`src/rtl/ccb40_pkg.sv`:
```
// ---------------------------------------------------------------------------
// Callsign base-40 codec package
// Shared widths, payload types and character/digit conversion functions.
// ---------------------------------------------------------------------------
`timescale 1ns / 1ps
`default_nettype none

package ccb40_pkg;

  localparam int unsigned WORD_W    = 48;
  localparam int unsigned NUM_POS   = 9;
  localparam int unsigned DIGIT_W   = 6;
  localparam int unsigned CHAR_W    = 7;
  localparam int unsigned IN_CHAR_W = 8;
  localparam int unsigned BITS_W    = NUM_POS * DIGIT_W;
  localparam int unsigned NUM_CELLS = BITS_W;
  localparam int unsigned RADIX     = 40;

  localparam logic [WORD_W-1:0] ALL_ONES = {WORD_W{1'b1}};

  localparam logic [DIGIT_W-1:0] DIG_SPACE   = 6'd0;
  localparam logic [DIGIT_W-1:0] DIG_ALPHA_0 = 6'd1;
  localparam logic [DIGIT_W-1:0] DIG_ALPHA_1 = 6'd26;
  localparam logic [DIGIT_W-1:0] DIG_NUM_0   = 6'd27;
  localparam logic [DIGIT_W-1:0] DIG_NUM_1   = 6'd36;
  localparam logic [DIGIT_W-1:0] DIG_DASH    = 6'd37;
  localparam logic [DIGIT_W-1:0] DIG_SLASH   = 6'd38;
  localparam logic [DIGIT_W-1:0] DIG_DOT     = 6'd39;

  localparam logic [CHAR_W-1:0] BCAST_TEXT [NUM_POS] = '{
    7'h42, 7'h52, 7'h4F, 7'h41, 7'h44, 7'h43, 7'h41, 7'h53, 7'h54
  };

  typedef enum logic {
    CMD_ENCODE = 1'b0,
    CMD_DECODE = 1'b1
  } cmd_t;

  typedef struct packed {
    cmd_t              cmd;
    logic              bcast;
    logic [WORD_W-1:0] value;
    logic [BITS_W-1:0] bits;
  } stage_t;

  typedef struct packed {
    logic [WORD_W-1:0]               code_word;
    logic [NUM_POS-1:0][CHAR_W-1:0]  chars;
    logic                            bcast;
  } result_t;

  function automatic logic [DIGIT_W-1:0] char_to_digit(input logic [IN_CHAR_W-1:0] c);
    logic [DIGIT_W-1:0] d;
    d = DIG_SPACE;
    if (c >= 8'h41 && c <= 8'h5A) begin
      d = DIG_ALPHA_0 + 6'(c - 8'h41);
    end else if (c >= 8'h30 && c <= 8'h39) begin
      d = DIG_NUM_0 + 6'(c - 8'h30);
    end else if (c == 8'h2D) begin
      d = DIG_DASH;
    end else if (c == 8'h2F) begin
      d = DIG_SLASH;
    end else if (c == 8'h2E) begin
      d = DIG_DOT;
    end
    return d;
  endfunction

  function automatic logic [CHAR_W-1:0] digit_to_char(input logic [DIGIT_W-1:0] d);
    logic [CHAR_W-1:0] c;
    c = 7'h20;
    if (d >= DIG_ALPHA_0 && d <= DIG_ALPHA_1) begin
      c = 7'(d - DIG_ALPHA_0) + 7'h41;
    end else if (d >= DIG_NUM_0 && d <= DIG_NUM_1) begin
      c = 7'(d - DIG_NUM_0) + 7'h30;
    end else if (d == DIG_DASH) begin
      c = 7'h2D;
    end else if (d == DIG_SLASH) begin
      c = 7'h2F;
    end else if (d == DIG_DOT) begin
      c = 7'h2E;
    end
    return c;
  endfunction

  // Weight of cell j: 40 to the power of its digit position times 2 to the power of its bit.
  function automatic logic [WORD_W-1:0] cell_weight(input int unsigned j);
    logic [WORD_W-1:0] w;
    int unsigned       pos;
    w   = WORD_W'(1) << (DIGIT_W - 1 - (j % DIGIT_W));
    pos = NUM_POS - 1 - (j / DIGIT_W);
    for (int unsigned i = 0; i < pos; i++) begin
      w = WORD_W'(w * WORD_W'(RADIX));
    end
    return w;
  endfunction

endpackage

`default_nettype wire

```
`src/rtl/ccb40_cell.sv`:
```
// ---------------------------------------------------------------------------
// Callsign base-40 codec cell
// One digit bit of the chain: adds its weight when encoding and the bit is set, or compares and
// subtracts its weight when decoding, and shifts the digit bit vector by one.
// ---------------------------------------------------------------------------
`timescale 1ns / 1ps
`default_nettype none

module ccb40_cell
  import ccb40_pkg::*;
(
  input  logic              clk,
  input  logic              rst,
  input  logic              en,
  input  logic [WORD_W-1:0] weight,
  input  logic              prev_valid,
  input  stage_t            prev_stage,
  output logic              valid,
  output stage_t            stage
);

  logic              take;
  logic [WORD_W-1:0] sum;
  logic [WORD_W-1:0] diff;
  stage_t            stage_next;

  always_comb begin
    sum  = prev_stage.value + weight;
    diff = prev_stage.value - weight;
    if (prev_stage.cmd == CMD_DECODE) begin
      take = (prev_stage.value >= weight);
    end else begin
      take = prev_stage.bits[BITS_W-1];
    end
    stage_next      = prev_stage;
    stage_next.bits = {prev_stage.bits[BITS_W-2:0], take};
    if (take) begin
      stage_next.value = (prev_stage.cmd == CMD_DECODE) ? diff : sum;
    end
  end

  always_ff @(posedge clk) begin
    if (rst) begin
      valid <= 1'b0;
    end else if (en) begin
      valid <= prev_valid;
    end
  end

  always_ff @(posedge clk) begin
    if (en) begin
      stage <= stage_next;
    end
  end

endmodule

`default_nettype wire

```
`config.mk`:
```
export PLATFORM = sky130hd
export DESIGN_NAME = ccb40_cell
export DESIGN_NICKNAME = d
export VERILOG_FILES = /design/src/rtl/ccb40_pkg.sv /design/src/rtl/ccb40_cell.sv
export SDC_FILE = /design/constraint.sdc
export NUM_CORES = 1
export LEC_CHECK = 0
export BUFFER_PORTS_ARGS = -buffer_cell sky130_fd_sc_hd__buf_2
export CAP_MARGIN = 5
export CORE_MARGIN = 4
export CORE_UTILIZATION = 49
export DETAILED_ROUTE_END_ITERATION = 8
export PLACE_DENSITY = 0.79
export SLEW_MARGIN = 10
export SYNTH_ARGS = -nofsm -noshare
export SYNTH_HDL_FRONTEND = slang
export SYNTH_SLANG_ARGS = --single-unit
```
`constraint.sdc`:
```
create_clock -name clk -period 3.35 [get_ports clk]
set_input_delay 0.335 -clock clk [delete_from_list [all_inputs] [get_ports clk]]
set_output_delay 0.335 -clock clk [all_outputs]
set_load 0.03 [all_outputs]
```
==> impl_metrics.yaml <==
status:
  status: "finished clean"
yosys:
  yosys.area.top_type_share_pct: 33.26
  synth_nets: 1360
  synthFlopType: "edfxtp_1"
  synth.area.top_cells: "edfxtp_1, ha_1, a21oi_1, inv_1, xnor2_1"
  synth_seq_cells: 105
  synth_cell_types: 75
  netlist_instances: 1107
  async_flop_share_pct: 0
  yosysMostFrequentCell: "a21oi_1"
  synth_area_um2: 9389
  avgSynthCellArea_um2: 8.481
  synth-edff-count: 104
  yosysTopAreaCell: "edfxtp_1"
  yosys_warnings: 0
  yosysSeqAreaShare_pct: 33.48
  synth_common_cells: "a21oi_1, edfxtp_1, inv_1, ha_1, nand2_1"
clocking:
  clockBufferDepth: 2
  cts_tree: "built"
  cts.sinks: 105
  htree_levels: 3
  cts_root_buf: "clkbuf_16"
  clk_pin_slew_ps: 80
  cts_made_buffers: 9
  clk_latency_ps: 360
cells_and_area:
  drive_gt1_share_pct: 32.93
  areaGrowthSynthToFinish_pct: 33.09
  fin_nets: 1754
  diodes: 0
  fin_area_um2: 12500
grt:
  grt_pass1_vias: 9913
  grt.overflow.total: 0
  grt_pass1_wl_um: 49050
  grt_max_degree: 61
  grt_usage_pct: 27.71
  antenna_found_initial: 0
critical_path:
  crit_type: "input port to flip-flop"
  startpoint_type: "input port"
  cp.required_ps: 3470
  cp_max_fo: 3
  end_kind: "flip-flop"
  critPathArrivalTime_ps: 3320
placed_design:
  dp_hpwl_um: 24790
  place_area_um2: 12130
  portBuffers: 260
  place_congestion: 0.9733
power:
  p_per_area_nw_per_um2: 391.7
  p_leak_nw: 5.819
  ir_drop_mv: 0.2331
sta:
  fmax_mhz: 313.0
  hold_viol_final: 0
  max-slew-margin-rel_pct: 48.87
  fin_crit_sh_pct: 95.36
  setup-tns-final_ps: 0
  clock_skew_ps: 0
  hold_ws_ps: 112.0
  finalSetupViolCount: 0
  tightest_slew_ps: 760.0
  slew_violations: 0
  period_minus_slack_ps: 3195
  rsz0062_at_grt: "no"
routing:
  wl_per_cell_um: 17.57
  routed-via-count: 9995
  wirelength_um: 30580
  drt-initial-drc-count: 875
  viasPerCell: 5.744
  first_pass_iters: 6
  drc: 0
  final_antenna_net_count: 0
die:
  ios: 261
  die-area_um2: 21440
  start_util_pct: 50.03
  core-area_um2: 18770
  die_h_um: 146.4
  rows: 50
  fp.dieW_um: 146.4
run:
  maxCapViolCount: 0
worst_hold_path:
  min-delay-path-class: "input port to flip-flop"
## cells in the final DEF (no fill, tap or decap), types with 12 or more instances in the layout
cell / Yosys / layout
a21o_1: 21 / 21
buf_2: 23 / 259
nand2b_1: 13 / 13
inv_1: 102 / 102
buf_4: 0 / 180
nand2_1: 92 / 92
edfxtp_1: 104 / 104
nand4_1: 17 / 17
xnor2_1: 42 / 42
o31ai_1: 20 / 19
nor4_1: 14 / 13
a31oi_1: 12 / 12
nor3_1: 21 / 21
nor2_1: 87 / 87
o21ai_0: 64 / 64
o21ai_1: 39 / 37
o21bai_1: 16 / 16
nand3_1: 25 / 25
a21oi_1: 122 / 120
ha_1: 95 / 95
## critical path: stages
cell and delay (ps):
buf_2 90, inv_1 50, ha_1 210, fa_1 400, nand2b_1 180, a21oi_1 170, a21oi_1 140, o21ai_2 200
a31oi_1 140, buf_4 160, or2_2 320, a21oi_1 190, buf_4 150, a21oi_1 70, o211ai_1 270, xnor2_1 160
o21ai_1 70
## timing repair
action / in CTS / in global routing
hold buffers: 0 / 0
setup buffers: 0 / 1
pin swaps: 0 / 3
gates resized for setup: 1 / 9
setup endpoints to repair: 13 / 48
## metrics by stage
| stage | power, mW | setup slack (ps) | utilization, % | cells |
|---|---|---|---|---|
| 2_1_floorplan | 2.939 | 130.6 | - | 1107 |
| 3_3_place_gp | 3.720 | -344.6 | 64.61 | 1723 |
| 3_5_place_dp | 3.746 | -425.5 | 64.61 | 1723 |
| 4_1_cts | 4.888 | 64.78 | 66.33 | 1739 |
| 5_1_grt | 5.161 | 5.618 | 66.58 | 1740 |
| 6_report | 4.895 | 155.3 | 66.58 | 1740 |
## final timing paths
kind | end | slack (ps) | cells after the start | startpoint
max | stage[96] | 160 | 17 | prev_stage[54]
min | valid | 110 | 2 | rst
max reg2reg | valid | 2770 | 2 | valid
min reg2reg | valid | 500 | 2 | valid
## layout make-up
cell class	instances	area [um^2]
clock buffers	9	225.2
clock inverters	7	91.34
fillers	1606	6272
inverters	106	397.9
multi-input cells	838	5658
flip-flops and latches	105	3143
well taps	234	292.8
repair buffers	441	2688
## cell families after synthesis
group	after synthesis	share of synthesized area, %
multiplexers	13	1.479
adder cells (fa/ha/maj)	97	13.09
AND/OR/NAND/NOR	306	15.21
AO/OA/AOI/OAI	376	25.52
XOR/XNOR	46	4.291
buffers and inverters	164	6.943
flip-flops	105	33.48
## state kept, by name, summed over array words and instances (netlist names)
name / count
valid: 1
stage: 104
## power breakdown
group | switching [mW] | internal, mW
clock network | 0.587 | 0.546
registers | 0.0396 | 1.63
logic | 1.27 | 0.825
total | 1.90 | 3.00
## routing by layer
| metal | global-route usage (%) | up-vias | routed length, um |
|---|---|---|---|
| met2 | 49.87 | 498 | 15170 |
| met4 | 9.690 | 0 | 986 |
| met5 | 0 | - | 0 |
| li1 | - | 4797 | - |
| met1 | 33.46 | 4615 | 12180 |
| met3 | 4.624 | 85 | 2245 |
(Power assumes the default switching activity.)
