===== src/rtl/ccb40_pkg.sv =====
// ---------------------------------------------------------------------------
// Callsign base-40 codec package
// Shared widths, payload types and character/digit conversion functions.
// ---------------------------------------------------------------------------
`timescale 1ns / 1ps
`default_nettype none

package ccb40_pkg;

  localparam int unsigned WORD_W    = 48;
  localparam int unsigned NUM_POS   = 9;
  localparam int unsigned DIGIT_W   = 6;
  localparam int unsigned CHAR_W    = 7;
  localparam int unsigned IN_CHAR_W = 8;
  localparam int unsigned BITS_W    = NUM_POS * DIGIT_W;
  localparam int unsigned NUM_CELLS = BITS_W;
  localparam int unsigned RADIX     = 40;

  localparam logic [WORD_W-1:0] ALL_ONES = {WORD_W{1'b1}};

  localparam logic [DIGIT_W-1:0] DIG_SPACE   = 6'd0;
  localparam logic [DIGIT_W-1:0] DIG_ALPHA_0 = 6'd1;
  localparam logic [DIGIT_W-1:0] DIG_ALPHA_1 = 6'd26;
  localparam logic [DIGIT_W-1:0] DIG_NUM_0   = 6'd27;
  localparam logic [DIGIT_W-1:0] DIG_NUM_1   = 6'd36;
  localparam logic [DIGIT_W-1:0] DIG_DASH    = 6'd37;
  localparam logic [DIGIT_W-1:0] DIG_SLASH   = 6'd38;
  localparam logic [DIGIT_W-1:0] DIG_DOT     = 6'd39;

  localparam logic [CHAR_W-1:0] BCAST_TEXT [NUM_POS] = '{
    7'h42, 7'h52, 7'h4F, 7'h41, 7'h44, 7'h43, 7'h41, 7'h53, 7'h54
  };

  typedef enum logic {
    CMD_ENCODE = 1'b0,
    CMD_DECODE = 1'b1
  } cmd_t;

  typedef struct packed {
    cmd_t              cmd;
    logic              bcast;
    logic [WORD_W-1:0] value;
    logic [BITS_W-1:0] bits;
  } stage_t;

  typedef struct packed {
    logic [WORD_W-1:0]               code_word;
    logic [NUM_POS-1:0][CHAR_W-1:0]  chars;
    logic                            bcast;
  } result_t;

  function automatic logic [DIGIT_W-1:0] char_to_digit(input logic [IN_CHAR_W-1:0] c);
    logic [DIGIT_W-1:0] d;
    d = DIG_SPACE;
    if (c >= 8'h41 && c <= 8'h5A) begin
      d = DIG_ALPHA_0 + 6'(c - 8'h41);
    end else if (c >= 8'h30 && c <= 8'h39) begin
      d = DIG_NUM_0 + 6'(c - 8'h30);
    end else if (c == 8'h2D) begin
      d = DIG_DASH;
    end else if (c == 8'h2F) begin
      d = DIG_SLASH;
    end else if (c == 8'h2E) begin
      d = DIG_DOT;
    end
    return d;
  endfunction

  function automatic logic [CHAR_W-1:0] digit_to_char(input logic [DIGIT_W-1:0] d);
    logic [CHAR_W-1:0] c;
    c = 7'h20;
    if (d >= DIG_ALPHA_0 && d <= DIG_ALPHA_1) begin
      c = 7'(d - DIG_ALPHA_0) + 7'h41;
    end else if (d >= DIG_NUM_0 && d <= DIG_NUM_1) begin
      c = 7'(d - DIG_NUM_0) + 7'h30;
    end else if (d == DIG_DASH) begin
      c = 7'h2D;
    end else if (d == DIG_SLASH) begin
      c = 7'h2F;
    end else if (d == DIG_DOT) begin
      c = 7'h2E;
    end
    return c;
  endfunction

  // Weight of cell j: 40 to the power of its digit position times 2 to the power of its bit.
  function automatic logic [WORD_W-1:0] cell_weight(input int unsigned j);
    logic [WORD_W-1:0] w;
    int unsigned       pos;
    w   = WORD_W'(1) << (DIGIT_W - 1 - (j % DIGIT_W));
    pos = NUM_POS - 1 - (j / DIGIT_W);
    for (int unsigned i = 0; i < pos; i++) begin
      w = WORD_W'(w * WORD_W'(RADIX));
    end
    return w;
  endfunction

endpackage

`default_nettype wire


===== src/rtl/ccb40_out_buf.sv =====
// ---------------------------------------------------------------------------
// Callsign base-40 codec output buffer
// Output register with one skid entry, so the chain keeps moving while a
// finished result waits for its transfer.
// ---------------------------------------------------------------------------
`timescale 1ns / 1ps
`default_nettype none

module ccb40_out_buf
  import ccb40_pkg::*;
(
  input  logic    clk,
  input  logic    rst,
  input  logic    push_valid,
  input  result_t push_data,
  output logic    room,
  input  logic    stall,
  output logic    valid,
  output result_t data
);

  logic    skid_valid;
  result_t skid_data;
  logic    push;
  logic    pop;

  assign room = !skid_valid || !stall;
  assign push = push_valid && room;
  assign pop  = valid && !stall;

  always_ff @(posedge clk) begin
    if (rst) begin
      valid      <= 1'b0;
      skid_valid <= 1'b0;
    end else if (pop) begin
      if (skid_valid) begin
        valid      <= 1'b1;
        skid_valid <= push;
      end else begin
        valid <= push;
      end
    end else if (!valid) begin
      valid <= push;
    end else if (push) begin
      skid_valid <= 1'b1;
    end
  end

  always_ff @(posedge clk) begin
    if (pop) begin
      if (skid_valid) begin
        data <= skid_data;
        if (push) begin
          skid_data <= push_data;
        end
      end else if (push) begin
        data <= push_data;
      end
    end else if (!valid) begin
      data <= push_data;
    end else if (push) begin
      skid_data <= push_data;
    end
  end

endmodule

`default_nettype wire

===== config.mk =====
export PLATFORM = sky130hd
export DESIGN_NAME = ccb40_out_buf
export DESIGN_NICKNAME = d
export VERILOG_FILES = /design/src/rtl/ccb40_pkg.sv /design/src/rtl/ccb40_out_buf.sv
export SDC_FILE = /design/constraint.sdc
export NUM_CORES = 1
export LEC_CHECK = 0
export BUFFER_PORTS_ARGS = -buffer_cell sky130_fd_sc_hd__buf_2
export CORE_UTILIZATION = 29
export CTS_CLUSTER_DIAMETER = 30
export DETAILED_ROUTE_END_ITERATION = 10
export GPL_TIMING_DRIVEN = 1
export PLACE_DENSITY_LB_ADDON = 0.12
export SYNTH_ARGS = -nofsm -noshare
export SYNTH_HDL_FRONTEND = slang
export SYNTH_SLANG_ARGS = --single-unit

===== constraint.sdc =====
create_clock -name clk -period 11.9 [get_ports clk]
set_input_delay 0 -clock clk [delete_from_list [all_inputs] [get_ports clk]]
set_output_delay 0 -clock clk [all_outputs]
set_load 0.02 [all_outputs]

==> run metrics, run 1 <==
Power Density=198 nW/um2; Worst Tran Pin Value=1.15 ns; antenna-violating nets left=0; status=complete, no violations; vias in the first global route=5307; DIE AREA=30200 um2; ant diodes=0; Die Ht=174 um; CTS Buf Count=54; worst setup margin=8.97 ns; crit path DAT=3.19 ns; critical path peak fanout=64; Core ar.=28900 um2; flops & latches, synth=226; syn avg cell area=23.4 um2; Worst EP required=12.16 ns; Initial Util=0.296; Post-Route Skew=0.0108 ns; fraction of layout cells with a size suffix above 1=0.550; Fin. Hold Viols=0; crit-path cells=nand3b_4, buf_4, mux2_2; Detailed Route WL=18400 um; fin. max-slew vios=0; Slew HR=0.230; Max Root-Sink Buffers=3; CTS tree=yes; # nets final=873; cell family with most CP delay=buffers and inverters; Synth area leader=edfxtp_1; MaxCap Viol Count=0; Netlist cell types=19; Hold WC Path Type=in2reg; Worst-path clk slew=0.05 ns; area occupied by multi-input gates=1670 um2; PnR Total Power=2.59 mW; CP Class=reg2reg; Worst-Skew Late Latency=0.53 ns; first-pass GRT wire length=29300 um; Final period util=0.246; row cnt=62; CP Capture Type=flip-flop; WP buf/inv=1; clock sinks=226; Reg area=6770 um2; largest net degree at the start of global routing=65; RSZ-0062 raised after global routing=false; Setup TNS Final=0 ns; # resized after CTS=0; Pleak=5.43 nW; CP max stage delay=1.01 ns; Worst path slowest cell=buf_4; gr usage total=0.122; drt via density=4.07; Buffers on Ports=229; mapped cell area=8550 um2; io pins=230; grt total ovfl=0; Die X-Extent=174 um; top post-synthesis cells by area=edfxtp_1 79%, mux2_4 14%, mux2_2 4.2%; fin cells=1186; DRC=0; tightest hold margin=0.197 ns; Layout Area Growth over Synthesis=53.2%; DR iter-0 viols=241; CTS root buffer=clkbuf_16; DR pass1 iterations=4; Synth Instances=365; Layout fillers=2638; Max Freq=0.342 GHz; hold buffers post-CTS=116; Vias=4830; syn nets=481; fin crit period=2.93 ns; Seq/Total Area, Yosys=0.791; placed cells=969; antenna violations before repair=0; startpoint types=flip-flop; pre-CTS setup slack=8.90 ns; VDD IR-drop max=0.000122 V; Syn. warnings=0; Setup-failing EPs final=0; H-tree levels=2; post-synth top area share=0.787; dpl hpwl=10900 um; GPL Wtd Cong=0.713; wire length per cell=15.5 um; Post-CTS Setup Inserts=0
-- state kept, by name, summed over array words and instances, names as in the netlist --
| register | flops |
|---|---|
| valid | 1 |
| skid_data | 112 |
| skid_valid | 1 |
| data | 112 |
-- per-layer routing --
metal,part of all wire,GRT usage,vias up
met1,0.45,0.162,2320
met3,0.097,0.0537,38
met5,0,0,-
met2,0.43,0.176,208
li1,-,-,2264
met4,0.019,0.0424,0
-- worst paths after layout --
| path | from | to | slack, ns | depth (start not counted) |
|---|---|---|---|---|
| worst max-delay path | valid | data[16] | 8.97 | 3 |
| worst min-delay path | push_data[6] | skid_data[6] | 0.20 | 2 |
| worst max register to register | valid | data[16] | 8.97 | 3 |
| worst min register to register | skid_data[60] | data[60] | 0.54 | 1 |
-- cell families after synthesis --
logic type / Yosys count / share of synthesized area
flip-flops: 226 / 0.791
multiplexers: 112 / 0.183
buffers and inverters: 15 / 0.0151
AND/OR/NAND/NOR: 6 / 0.00542
AO/OA/AOI/OAI: 5 / 0.00439
XOR/XNOR: 1 / 0.00102
-- placed cells by master (no fill, tap or decap), drive strengths merged --
| cell type | instances |
|---|---|
| buf | 233 |
| edfxtp | 224 |
| dlygate4sd3 | 116 |
| mux2 | 112 |
| clkbuf | 58 |
| clkinv | 22 |
| clkinvlp | 11 |
| bufinv | 7 |
| inv | 5 |
| dfxtp | 2 |
| nand3b | 1 |
| nand2 | 1 |
| nor2 | 1 |
| o21ai | 1 |
| xor2 | 1 |
| and3 | 1 |
| o21a | 1 |
| o221a | 1 |
| nor2b | 1 |
| a21oi | 1 |
| nand2b | 1 |
| o32ai | 1 |
-- stage by stage --
step	utilization	area [um2]
6_report	0.454	13100
5_1_grt	0.454	13100
4_1_cts	0.454	13100
3_5_place_dp	0.350	10100
3_3_place_gp	0.350	10100
2_1_floorplan	-	8550
-- synthesized netlist by cell type --
master    number
o221a_2        1
nand3b_4       1
a21oi_1        1
o32ai_1        1
o21a_1         1
o21ai_0        1
inv_1          2
nand2b_1       1
edfxtp_1     224
dfxtp_1        2
buf_2          4
buf_6          9
and3_1         1
mux2_2        32
nor2b_1        1
mux2_4        80
xor2_1         1
nor2_1         1
nand2_1        1
-- cell type report --
type                            instances  share of cell area
Multi-Input combinational cell        124               0.128
Clock buffer                           58               0.106
Sequential cell                       226               0.517
Timing Repair Buffer                  349               0.178
Tap cell                              384              0.0367
Inverter                                2            0.000573
Clock inverter                         43              0.0339
-- report_power, final --
group	switching, mW	internal (mW)
combinational	0.105	0.0906
clock	0.451	0.993
sequential	0.0132	0.935
total	0.569	2.02
Note: power is estimated with default switching activity, not from simulation.
==> inputs of run 2 (changes only) <==
- clock period: 11.9 -> 2.35 ns (I/O delays scaled with it)
==> run metrics, run 2 (synthesized netlist as in run 1, its figures left out) <==
# nets final=876; fraction of layout cells with a size suffix above 1=0.544; first-pass GRT wire length=29000 um; antenna-violating nets left=0; met1 usage in global routing=0.156; Pleak=5.46 nW; tightest hold margin=0.198 ns; CTS Buf Count=51; wire length per cell=15.6 um; dpl cell area=10200 um2; crit path DAT=1.91 ns; Power Density=989 nW/um2; antenna violations before repair=0; Core ar.=28900 um2; Initial Util=0.296; critical path peak fanout=36; Reg area=6770 um2; Max Root-Sink Buffers=3; biggest regs=data x112, skid_data x112; Cells on Worst Hold Path=2; Worst-Skew Late Latency=0.52 ns; VDD IR-drop max=0.000553 V; Worst EP required=2.54 ns; io pins=230; Reg2Reg Capture Point=skid_data[21]; fin crit period=1.71 ns; Die Ht=174 um; worst setup margin=0.636 ns; Detailed Route WL=18400 um; MaxCap Viol Count=0; Layout fillers=2563; worst hold start=push_data[7]; Final period util=0.729; met2 Use GR=0.190; RSZ-0062 raised after global routing=false; flop2flop setup slack=0.64 ns; largest net degree at the start of global routing=63; GRT Max-Usage Layer=met2; most common cell after layout, fill and taps aside=buf_2; dpl hpwl=11200 um; ant diodes=0; Vias=4850; Max Freq=0.583 GHz; H-tree levels=2; number of cells on the worst reg-to-reg path=3; Worst-path clk slew=0.05 ns; DR iter-0 viols=198; pre-CTS setup slack=0.615 ns; clock sinks=226; Post-Route Skew=0.0169 ns; CTS root buffer=clkbuf_16; fin. max-slew vios=0; Slew HR=0.660; grt total ovfl=0; most frequent cells in the layout=229 x buf_2, 224 x edfxtp_1, 117 x dlygate4sd3_1; # resized after CTS=0; GR Layer Usage met3=0.0401; vias in the first global route=5387; GPL Wtd Cong=0.719; Hold WC Path Type=in2reg; status=complete, no violations; Die X-Extent=174 um; Buffers on Ports=229; area occupied by multi-input gates=1680 um2; drt via density=4.10; CTS tree=yes; row cnt=62; fin area=13200 um2; DIE AREA=30200 um2; Worst Tran Pin Value=0.510 ns; Layout Area Growth over Synthesis=54.1%; Setup-failing EPs final=0; CP Class=reg2reg; CP Capture Type=flip-flop; hold path endpoint=skid_data[7]; Fin. Hold Viols=0; DR pass1 iterations=4; gr usage total=0.121; startpoint types=flip-flop; DRC=0; Critical R2R Launch=skid_valid
## run 2: cell count changes in the layout (fill, tap and decap cells not counted), sizes merged
cell / before / now
buf: 233 / 238
bufinv: 7 / 9
clkbuf: 58 / 60
clkinv: 22 / 12
clkinvlp: 11 / 8
dlygate4sd3: 116 / 117
## run 2: cell type report
cell class	instances	share of cell area
multi-input cells	124	0.127
repair buffers	355	0.188
clock buffers	60	0.103
well taps	384	0.0365
clock inverters	32	0.0319
inverters	2	0.000570
flip-flops and latches	226	0.514
## run 2: metal layers
metal / vias to the layer above / share of wire / wire (um)
li1: 2268 / - / -
met1: 2346 / 0.45 / 8220
met2: 199 / 0.46 / 8460
met3: 37 / 0.075 / 1390
met4: 0 / 0.020 / 361
met5: - / 0 / 0
## run 2: metrics by stage
step                std cells  utilization  power, mW  setup TNS, ns
floorplan                 365            -       5.36         -42.69
global placement          974        0.355       5.73              0
detailed placement        974        0.355       5.74              0
CTS                      1183        0.457       13.2              0
global route             1183        0.457       13.5              0
finish                   1183        0.457       13.0              0
## run 2: worst max-delay path by stage
stage / startpoint / end / cells past startpoint / slack, ns
6_report: skid_valid / skid_data[21] / 3 / 0.64
5_1_grt: valid / skid_data[48] / 2 / 0.50
4_1_cts: skid_valid / skid_data[10] / 3 / 0.59
3_5_place_dp: skid_valid / skid_data[24] / 3 / 0.61
3_3_place_gp: skid_valid / skid_data[5] / 3 / 0.66
2_1_floorplan: skid_valid / data[0] / 3 / -0.38
## run 2: where the power goes
group / internal, mW / switching (mW) / total [mW]
combinational: 0.479 / 0.537 / 1.02
clock: 5.07 / 2.15 / 7.22
sequential: 4.73 / 0.0659 / 4.80
## run 2: timing repair
action,4_1_cts,5_1_grt
endpoints found under the hold margin,230,0
hold buffers,117,0
endpoints found under the setup margin,0,0
buffers inserted,0,0
## run 2: critical path, stage by stage, from the launching register on
cell	delay, ns
dfxtp_2	0.44
xor2_1	0.17
and3_4	0.45
buf_12	0.28
==> inputs of run 3 (changes only) <==
- ABC_AREA: default -> 1
- clock period: 2.35 -> 1.5 ns (I/O delays scaled with it)
==> run metrics, run 3 <==
status=complete, no violations; CTS root buffer=clkbuf_16; tightest hold margin=0.194 ns; biggest regs=data x112, skid_data x112; area occupied by multi-input gates=1500 um2; Pint=16.5 mW; wire length per cell=15.4 um; grt total ovfl=0; met1 usage in global routing=0.196; Final period util=0.971; clock share of power=0.567; Fin. Hold Viols=0; fin crit period=1.46 ns; most frequent cells in the layout=229 x buf_2, 226 x nand2_1, 224 x edfxtp_1; vias in the first global route=6254; clock sinks=226; Worst-Skew Late Latency=0.53 ns; Max Freq=0.687 GHz; H-tree levels=2; gr usage total=0.145; Worst Tran Pin Value=0.634 ns; ant diodes=0; cell with the most instances after synthesis=nand2_1; antenna-violating nets left=0; placed cells=1218; async set-reset flop share out of synthesis=0; Initial Util=0.295; Buffers on Ports=229; combinational share of power=0.074; Setup-failing EPs final=0; Netlist cell types=13; DRC=0; Max Root-Sink Buffers=3; Layout fillers=2629; Power Density=1550 nW/um2; EDFF count, synth=224; met2 Use GR=0.225; Synth Flop Type=edfxtp_1; MaxCap Viol Count=0; Worst EP required=1.73 ns; Layout Area Growth over Synthesis=58.9%; DIE AREA=29900 um2; fraction of layout cells with a size suffix above 1=0.336; DR pass1 iterations=6; GPL Wtd Cong=0.709; fin area=13400 um2; Detailed Route WL=22200 um; CTS Buf Count=53; Syn. warnings=0; Die X-Extent=173 um; Sequential Power Share=0.359; Reg area=6770 um2; fin cells=1445; CP Capture Type=flip-flop; Pleak=5.38 nW; most common cell after layout, fill and taps aside=buf_2; fin. max-slew vios=0; DR iter-0 viols=329; Core ar.=28700 um2; Hold WC Path Type=in2reg; Worst-path clk slew=0.04 ns; critical path peak fanout=14; antenna violations before repair=0; mapped cell area=8460 um2; sw power=4.35 mW; Post-Route Skew=0.0137 ns; # nets final=1133; syn nets=732; startpoint types=flip-flop; io pins=230; PnR Total Power=20.8 mW; sw frac=0.209; Synth Instances=616; Slew HR=0.577; syn avg cell area=13.7 um2; dpl hpwl=12600 um; Seq/Total Area, Yosys=0.800; CP Class=reg2reg; top post-synthesis cells by area=edfxtp_1 80%, nand2_1 10%, o21ai_0 6.7%; Synth area leader=edfxtp_1; first-pass GRT wire length=34100 um; drt via density=4.29; post-synth top area share=0.795; flops & latches, synth=226; crit path DAT=1.69 ns; Die Ht=173 um; GR Layer Usage met3=0.0380; Synth top cells by count=228 x nand2_1, 224 x edfxtp_1, 113 x o21ai_0; largest net degree at the start of global routing=58; row cnt=62; VDD IR-drop max=0.000871 V; dpl cell area=10200 um2; CTS tree=yes; GRT Max-Usage Layer=met2; Vias=6199
-- run 3: final timing paths --
path | from | endpoint | slack (ns) | depth (start not counted)
worst max-delay path | skid_valid | skid_data[53] | 0.04 | 6
worst min-delay path | push_data[86] | skid_data[86] | 0.19 | 2
worst max register to register | skid_valid | skid_data[53] | 0.04 | 6
worst min register to register | skid_data[15] | data[15] | 0.51 | 2
-- run 3: worst max-delay path: stages (launching register included) --
cell and delay [ns]:
dfxtp_2 0.31, buf_4 0.15, a21oi_2 0.16, nand2_2 0.09, clkinvlp_4 0.13, buf_12 0.16
buf_12 0.15
-- run 3: per-stage QoR --
| step | util | TNS [ns] | setup WS (ns) |
|---|---|---|---|
| floorplan | - | -206.62 | -1.10 |
| global placement | 0.357 | -5.79 | -0.0943 |
| detailed placement | 0.357 | -7.31 | -0.116 |
| CTS | 0.463 | 0 | 0.00136 |
| global route | 0.468 | -0.00492 | -0.00170 |
| finish | 0.468 | 0 | 0.0441 |
-- run 3: timing repair --
item | in CTS | in global routing
buffers inserted | 2 | 5
pin swaps | 1 | 1
hold buffers | 116 | 0
gates cloned | 1 | 4
endpoints found under the setup margin | 184 | 216
endpoints found under the hold margin | 226 | 0
gates resized for setup | 2 | 10
-- run 3: cells by family (layout without fill, tap and decap cells) --
family          after synthesis  after routing  synth area share
simple gates                234            235             0.105
flops                       226            226             0.800
compound gates              115            115            0.0680
buf+inv                      41            485            0.0269
-- run 3: routing by layer --
| layer | share of wire | vias to the layer above | wire (um) |
|---|---|---|---|
| met5 | 0 | - | 0 |
| met4 | 0.022 | 0 | 487 |
| met3 | 0.062 | 47 | 1390 |
| met2 | 0.46 | 211 | 10200 |
| met1 | 0.46 | 2927 | 10100 |
| li1 | - | 3014 | - |
-- run 3: final cells by class --
| cell class | instances | area share |
|---|---|---|
| Clock buffer | 70 | 0.109 |
| Clock inverter | 29 | 0.0296 |
| Inverter | 5 | 0.00168 |
| Multi-Input combinational cell | 350 | 0.112 |
| Sequential cell | 226 | 0.504 |
| Tap cell | 384 | 0.0358 |
| Timing Repair Buffer | 381 | 0.208 |
-- run 3: power by group through the flow --
| stage | Clock [mW] | Sequential [mW] | Combinational [mW] |
|---|---|---|---|
| after floorplan | 0 | 7.93 | 0.288 |
| after global placement | 0 | 7.59 | 1.27 |
| after detailed placement | 0 | 7.58 | 1.28 |
| after CTS | 12.0 | 7.49 | 1.53 |
| after global routing | 12.3 | 7.51 | 1.67 |
| final | 11.8 | 7.48 | 1.54 |
